--- src/rtl/pdlz_pkg.sv ---
`timescale 1ns / 1ps
`default_nettype none
// ----------------------------------------------------------------------------
// pdlz_pkg
// Shared types and constants of the PalmDOC LZ77 decompressor.
// ----------------------------------------------------------------------------
package pdlz_pkg;

    // History window and output counting.
    localparam int WINDOW_DEPTH = 2048;
    localparam int HIST_AW      = $clog2(WINDOW_DEPTH);
    localparam int MAX_OUT      = 4096;
    localparam int CNT_W        = 13;
    localparam int DIST_W       = 11;

    // Byte classes and token constants.
    localparam logic [7:0] TOK_SPACE_PAIR = 8'hC0;
    localparam logic [7:0] TOK_PAIR       = 8'h80;
    localparam logic [7:0] TOK_PLAIN      = 8'h09;
    localparam logic [7:0] TOK_ZERO       = 8'h00;
    localparam logic [7:0] SPACE_BYTE     = 8'h20;
    localparam logic [7:0] XOR_MASK       = 8'h80;
    localparam logic [3:0] LEN_BIAS       = 4'd3;

    // Limit on produced bytes as a count-width constant.
    localparam logic [CNT_W-1:0] MAX_OUT_CNT = CNT_W'(MAX_OUT);

    // Record status codes.
    typedef enum logic [1:0] {
        ST_OK       = 2'd0,
        ST_TRUNC    = 2'd1,
        ST_BAD_DIST = 2'd2,
        ST_OVERFLOW = 2'd3
    } t_status;

    // Decoder phase between input bytes.
    typedef enum logic [1:0] {
        PH_TOKEN = 2'd0,
        PH_PAIR  = 2'd1,
        PH_LIT   = 2'd2
    } t_phase;

    // Sequencer states.
    typedef enum logic [2:0] {
        S_IDLE,
        S_EMIT,
        S_READ,
        S_COPY,
        S_END
    } t_state;

    // Results of the shared count and address unit.
    typedef struct packed {
        logic              at_limit;
        logic              next_fail;
        logic              dist_bad;
        logic [CNT_W-1:0]  produced_inc;
        logic [HIST_AW-1:0] src_addr;
    } t_emit_info;

endpackage : pdlz_pkg
`default_nettype wire

--- src/rtl/pdlz_emit_unit.sv ---
`timescale 1ns / 1ps
`default_nettype none
// ----------------------------------------------------------------------------
// pdlz_emit_unit
// Shared count unit: limit compare, count increment and copy source address.
// ----------------------------------------------------------------------------
module pdlz_emit_unit (
    input  wire logic [pdlz_pkg::CNT_W-1:0]  i_produced,
    input  wire logic [pdlz_pkg::CNT_W-1:0]  i_capacity,
    input  wire logic [pdlz_pkg::DIST_W-1:0] i_dist,
    output pdlz_pkg::t_emit_info             o_info
);
    import pdlz_pkg::*;

    logic [CNT_W-1:0] limit;
    logic [CNT_W-1:0] inc;
    logic [CNT_W-1:0] diff;

    // The effective limit is the smaller of the register and the build maximum.
    assign limit = (i_capacity > MAX_OUT_CNT) ? MAX_OUT_CNT : i_capacity;
    assign inc   = i_produced + CNT_W'(1);
    assign diff  = i_produced - CNT_W'(i_dist);

    always_comb begin
        o_info.at_limit     = (i_produced >= limit);
        o_info.next_fail    = (inc >= limit);
        o_info.dist_bad     = (i_dist == '0) || (CNT_W'(i_dist) > i_produced);
        o_info.produced_inc = inc;
        o_info.src_addr     = diff[HIST_AW-1:0];
    end

endmodule : pdlz_emit_unit
`default_nettype wire
--- config.mk ---
export PLATFORM = sky130hd
export DESIGN_NAME = pdlz_emit_unit
export DESIGN_NICKNAME = d
export VERILOG_FILES = /design/src/rtl/pdlz_pkg.sv /design/src/rtl/pdlz_emit_unit.sv
export SDC_FILE = /design/constraint.sdc
export NUM_CORES = 1
export LEC_CHECK = 0
export BUFFER_PORTS_ARGS = -buffer_cell sky130_fd_sc_hd__buf_4
export CAP_MARGIN = 15
export CORE_MARGIN = 1.5
export CORE_UTILIZATION = 55
export DETAILED_ROUTE_END_ITERATION = 16
export PLACE_DENSITY_LB_ADDON = 0.25
export SLEW_MARGIN = 15
export SYNTH_ARGS = -nofsm -noshare
export SYNTH_HDL_FRONTEND = slang
export SYNTH_SLANG_ARGS = --single-unit
--- constraint.sdc ---
create_clock -name vclk -period 4.5
set_input_delay 1.125 -clock vclk [all_inputs]
set_output_delay 1.125 -clock vclk [all_outputs]
set_load 0.005 [all_outputs]
Yosys cells after proc, flatten, opt, wreduce, memory -nomap -nowiden
Index checks and enable logic that the tools add are counted.

storage, ports and cells
  register bits after elaboration = 0
  logic and storage cells = 9

cells by class
  $add $sub $neg = 2
  magnitude comparators = 4
  multiplexer cells = 1
  reduce and logical (&&, ||, !) cells = 2

operator list
  operator               number
  $ge 13x13->1           2
  $add 13x1->13 const B  1
  $gt 11x13->1           1
  $gt 13x13->1 const B   1
  $mux 13                1
  $logic_not 11->1       1
  $sub 11x11->11         1
  $logic_or 1x1->1       1

Depth between registers and ports, before layout
Gate-level depths: netlist (run 1).

  depth after elaboration = 3
  mapped depth = 10
  mapped depth without buffers = 10

Least setup slack after synthesis (run 1)
Ideal clock, no wire load.

  kind = input -> output
  start = input port i_produced[0] in the netlist's numbering
  end = output port o_info[25] in the netlist's numbering
  arrival = 2723 ps
  required time = 3375 ps
  path slack = 652 ps
  cell stages on the path = 10
  path through = ha_1 -> nand2_1 -> nor2_1 -> nand3_1 -> xnor2_1 -> ha_1 -> a21o_1 -> a21o_1 -> a21oi_1 -> o21ai_0

RTL lines
  element             RTL line              text
  start: declaration  pdlz_emit_unit.sv:8   input wire logic [pdlz_pkg::CNT_W-1:0] i_produced,
  end: declaration    pdlz_emit_unit.sv:11  output pdlz_pkg::t_emit_info o_info

==> results of run 1 <==
-- kinds of logic after synthesis --
| family | share of synthesized area, % |
|---|---|
| and+or+nand+nor | 20.7 |
| AOI/OAI and AO/OA | 22.6 |
| adders and majority gates | 39.7 |
| buffers and inverters | 6.97 |
| xor gates and xnor gates | 10.1 |
-- power breakdown --
part	internal (mW)	switching, mW
logic	0.127	0.111
clock network	0	0
registers	0	0
total	0.127	0.111
-- through the flow --
stage               hold WS [ns]  setup slack (ns)  total power [mW]  instance area, um^2  instances
finish                      2.56             0.249             0.238                 2080        306
global route                2.58            0.0438             0.268                 2080        306
CTS                         2.56             0.248             0.239                 2080        306
detailed placement          2.56             0.247             0.238                 2080        306
global placement            2.56             0.298             0.233                 2080        306
floorplan                   2.30             0.652             0.132                 1560        213
-- layout make-up --
| class | instances | share of cell area, % |
|---|---|---|
| multi-input cells | 184 | 70.0 |
| repair buffers | 65 | 23.5 |
| inverters | 26 | 4.70 |
| well taps | 31 | 1.87 |
-- layout by cell type (no fill, tap or decap), drive strengths merged --
master / instances
o21bai: 1
a221oi: 3
nor3: 4
nor2: 8
o21a: 4
buf: 65
nor2b: 5
nor4: 2
nor3b: 1
nand4b: 1
and4: 3
or2: 1
inv: 26
o21ai: 12
a31oi: 3
xnor2: 15
a211oi: 1
fa: 1
nand2: 21
and3: 3
ha: 48
nand4: 2
a21oi: 12
xor2: 3
o211ai: 2
a2111oi: 1
nand3: 14
a21o: 11
o31a: 2
-- tightest hold or removal path, stage by stage --
cell,delay (ns)
buf_4,0.11
inv_1,0.07
buf_4,0.13
-- layer usage --
layer	routed length, um	GRT usage, %
met1	1700	32.2
met2	1890	46.9
met3	213	1.61
met4	52	3.40
met5	0	0
-- worst paths after layout --
path     startpoint         end  slack, ns
min   i_produced[0]  o_info[11]       2.56
max   i_produced[0]  o_info[25]       0.25
==> impl_metrics.py, run 1 <==
metrics = {
    "synth": {
        "yosysWarningCount": 0,
        "synth_area_leaders": "ha_1 (38%), xnor2_1 (8.4%), inv_1 (6.2%), a21o_1 (5.3%), nand2_1 (5.0%)",
        "ys_top_cells_by_count": "ha_1 (48), inv_1 (26), nand2_1 (21)",
        "yosysSeqAreaShare_pct": 0,
        "synth_top_area_share_pct": 38.4,
        "syn_area_per_cell_um2": 7.34,
        "ys_types": 30,
        "synth_most_common_cell": "ha_1",
        "synth_top_cell_by_area": "ha_1",
        "synth_nets": 299,
        "synthCells": 213,
        "syn-cell-area_um2": 1560,
    },
    "global_routing": {
        "overflow": 0,
        "grt_max_degree": 11,
        "grt_pass1_wl_um": 6790,
        "antenna_found_initial": 0,
        "track_usage_pct": 25.1,
        "grt_pass1_vias": 1699,
    },
    "setup_path": {
        "arrival_ns": 3.13,
        "worstPathCellList": "buf_4 > ha_1 > nand2_1 > nor2_1 > nand3_1 > xnor2_1 > ha_1 > and4_1 > a221oi_1 > o21ai_0 > buf_4",
        "path_class": "in -> out",
        "cp.required_ns": 3.38,
        "path_depth": 11,
        "path_buf_inv": 2,
        "cp_top_family": "simple AND/OR/NAND/NOR gates",
        "end_kind": "output pin",
        "cpMaxStageDelayCell": "ha_1",
        "critPathLaunchType": "primary input",
        "critPathMaxFanout": 5,
        "slowest_delay_ns": 0.28,
    },
    "outcome": {
        "status": "completed",
    },
    "pwr": {
        "p_leak_nw": 1.12,
        "p_per_area_nw_per_um2": 115,
        "peakVddDrop_uv": 90.2,
    },
    "clock_network": {
        "cts_setup_buffers": 0,
        "ctsResizeCount": 0,
        "cts_hold_buf": 0,
    },
    "routing": {
        "first_iter_violations": 69,
        "drt-total-wl_um": 3850,
        "viasPerCell": 5.66,
        "num_vias": 1731,
        "dr.pass1.iters": 4,
        "drt-wirelength-per-cell_um": 12.6,
        "drc_errors": 0,
        "ant_nets": 0,
    },
    "cells_and_area": {
        "area_delta_synth_final_pct": 33.0,
        "n_clock_buffer": 0,
        "diodes": 0,
        "fin_nets": 363,
        "layout-drive-gt1-share_pct": 24.4,
        "n_fill_cell": 236,
        "multiInputGateArea_um2": 1450,
        "regArea_um2": 0,
        "final_core_util_pct": 76.0,
        "nFlopsAndLatches": 0,
    },
    "timing": {
        "finalSetupTns_ns": 0,
        "setup_viol_count_final": 0,
        "rsz0062_at_grt": "no",
        "post-route-period-util_pct": 94.5,
        "finalHoldViolCount": 0,
        "slew_viol_final": 0,
        "tightest_slew_ns": 0.323,
        "relSlewSlack_pct": 78.3,
        "fmax_ghz": 0.235,
        "min_period_ns": 4.25,
    },
    "floorplan": {
        "rows": 19,
        "core_um2": 2730,
        "initial_utilization_pct": 57.2,
        "die-area_um2": 3170,
        "die_h_um": 56.3,
        "io_pins": 64,
        "die_w_um": 56.3,
    },
    "placement": {
        "gp_congestion": 0.894,
        "io_buffers": 64,
        "dp_hpwl_um": 3450,
    },
    "hold_path": {
        "whs_path_depth": 3,
        "min_path_type": "in -> out",
    },
    "run": {
        "cap_viol_max_count": 0,
    },
}
Power figures use the tool's default switching activity.
==> run 2: changes to the inputs <==
- ABC_AREA: not set -> 1
- CORE_ASPECT_RATIO: not set -> 0.9
- PLACE_DENSITY: not set -> 0.87
- PLACE_DENSITY_LB_ADDON: 0.25 -> not set
==> run 2 against run 1 <==
Effect of this change: global-route usage grew 2.3 points; hold slack gained 0.010 ns; worst setup slack lost 0.16 ns; critical path depth grew 2; first-iteration DRC count grew 81%; via count grew 24%; sequential share of layout area is the same; routed wire length grew 30%; non-clock buffer count shrank 1; area after synthesis grew 17%; core utilization shrank 0.24 points; final area grew 14%; critical endpoint is now o_info[26]; highest routed layer unchanged.
==> impl_metrics.py, run 2 <==
metrics = {
    "setup_path": {
        "path_class": "in -> out",
        "cpMaxStageDelayCell": "nor4_1",
        "end_kind": "output pin",
        "arrival_ns": 3.28,
        "path_buf_inv": 3,
        "critPathMaxFanout": 9,
        "cp_top_family": "simple AND/OR/NAND/NOR gates",
        "critPathLaunchType": "primary input",
        "cp.required_ns": 3.38,
        "slowest_delay_ns": 0.43,
        "worstPathCellList": "buf_4 > nor4_1 > nand2_1 > nand2_1 > nand2_1 > ha_1 > nand2_1 > inv_1 > o21bai_1 > nand2_1 > o21ai_0 > nand3_1 > buf_4",
        "cp_common_cell": "nand2_1",
        "path_depth": 13,
    },
    "routing": {
        "drt-total-wl_um": 5010,
        "drt-wirelength-per-cell_um": 12.2,
        "first_iter_violations": 125,
        "drc_errors": 0,
        "num_vias": 2154,
        "ant_nets": 0,
        "viasPerCell": 5.24,
        "dr.pass1.iters": 5,
    },
    "floorplan": {
        "core_um2": 3110,
        "die_w_um": 63.8,
        "initial_utilization_pct": 58.7,
        "rows": 19,
        "die_h_um": 57.7,
        "die-area_um2": 3680,
        "io_pins": 64,
    },
    "timing": {
        "rsz0062_at_grt": "no",
        "setup_viol_count_final": 0,
        "relSlewSlack_pct": 70.6,
        "finalSetupTns_ns": 0,
        "slew_viol_final": 0,
        "min_period_ns": 4.41,
        "fmax_ghz": 0.227,
        "worst_slack_ns": 0.0916,
        "finalHoldViolCount": 0,
        "post-route-period-util_pct": 98.0,
        "tightest_slew_ns": 0.438,
        "holdWs_ns": 2.57,
    },
    "global_routing": {
        "overflow": 0,
        "track_usage_pct": 27.5,
        "grt_pass1_wl_um": 8270,
        "antenna_found_initial": 0,
        "grt_pass1_vias": 1842,
        "grt_max_degree": 10,
    },
    "synth": {
        "synth_top_family_by_area": "simple AND/OR/NAND/NOR gates",
        "ys_top_cells_by_count": "nand2_1 (83), ha_1 (48), inv_1 (45)",
        "syn_area_per_cell_um2": 5.99,
        "synth_top_cell_by_area": "ha_1",
        "synth_fa_ha_area_share_pct": 34.0,
        "synth_most_common_cell": "nand2_1",
        "muxShareOfSynthArea_pct": 0,
        "synth-xor-area-share_pct": 7.67,
        "synth_compound_area_share_pct": 9.32,
        "synthCells": 305,
        "synth-simple-area-share_pct": 38.6,
        "synth_top_area_share_pct": 32.9,
        "synth_area_leaders": "ha_1 (33%), nand2_1 (17%), inv_1 (9.2%), xor2_1 (6.2%), a21oi_1 (5.5%)",
        "yosysWarningCount": 0,
        "syn-cell-area_um2": 1830,
        "synth_nets": 391,
        "yosysSeqAreaShare_pct": 0,
        "ys_types": 22,
    },
    "clock_network": {
        "cts_hold_buf": 0,
        "cts_setup_buffers": 0,
        "ctsResizeCount": 0,
    },
    "cells_and_area": {
        "stdcell_area_um2": 2360,
        "n_clock_buffer": 0,
        "nFlopsAndLatches": 0,
        "final_core_util_pct": 75.8,
        "fin_nets": 457,
        "most-common-layout-cells": "nand2_1 (83), buf_4 (64), ha_1 (48)",
        "layout-drive-gt1-share_pct": 21.1,
        "layout_commonest_cell": "nand2_1",
        "regArea_um2": 0,
        "area_delta_synth_final_pct": 29.2,
        "diodes": 0,
    },
    "pwr": {
        "pwr-share-comb_pct": 100.0,
        "p_per_area_nw_per_um2": 113,
        "seq_power_share_pct": 0,
        "peakVddDrop_uv": 86.8,
        "clkPwrFrac_pct": 0,
        "p_leak_nw": 1.35,
        "p_sw_mw": 0.141,
        "switching_share_pct": 53.2,
        "p_int_mw": 0.124,
    },
    "placement": {
        "dp_hpwl_um": 4500,
        "place_area_um2": 2360,
        "place_ws_ns": 0.190,
        "io_buffers": 64,
        "gp_congestion": 0.975,
    },
    "hold_path": {
        "whs_path_depth": 3,
        "min_path_type": "in -> out",
    },
    "run": {
        "cap_viol_max_count": 0,
    },
    "outcome": {
        "status": "completed",
    },
}
==> run 2: logic make-up (layout without fill, tap and decap cells) <==
| logic type | after synthesis | count (layout) |
|---|---|---|
| fa+ha+maj | 49 | 49 |
| xor+xnor | 16 | 16 |
| buf+inv | 51 | 115 |
| compound gates | 32 | 32 |
| simple gates | 157 | 157 |
==> run 2: path summary, 6_finish.rpt <==
path,endpoint,startpoint
min,o_info[21],i_produced[10]
max,o_info[26],i_capacity[8]
==> run 2: metal layers <==
metal  routed length [um]  up-vias  track usage [%]
li1                     -     1134                -
met1                 2450      940             42.1
met2                 2240       76             45.3
met3                  279        4            0.583
met4                   41        0             1.86
met5                    0        -                0
==> run 2: per-stage QoR <==
step / total power [mW] / std cells
after floorplan: 0.150 / 305
after global placement: 0.259 / 411
after detailed placement: 0.263 / 411
after CTS: 0.265 / 411
after global routing: 0.299 / 411
final: 0.266 / 411
==> run 2: cell type report <==
type	instances	area, um^2
timing repair buffer	64	480
multi-input combinational	254	1640
fill	282	754
tap	42	52.6
inverter	51	191
==> run 2: power groups by stage <==
stage / sequential, mW / clock (mW) / combinational, mW
after CTS: 0 / 0 / 0.265
after floorplan: 0 / 0 / 0.150
after global placement: 0 / 0 / 0.259
after detailed placement: 0 / 0 / 0.263
after global routing: 0 / 0 / 0.299
final: 0 / 0 / 0.266
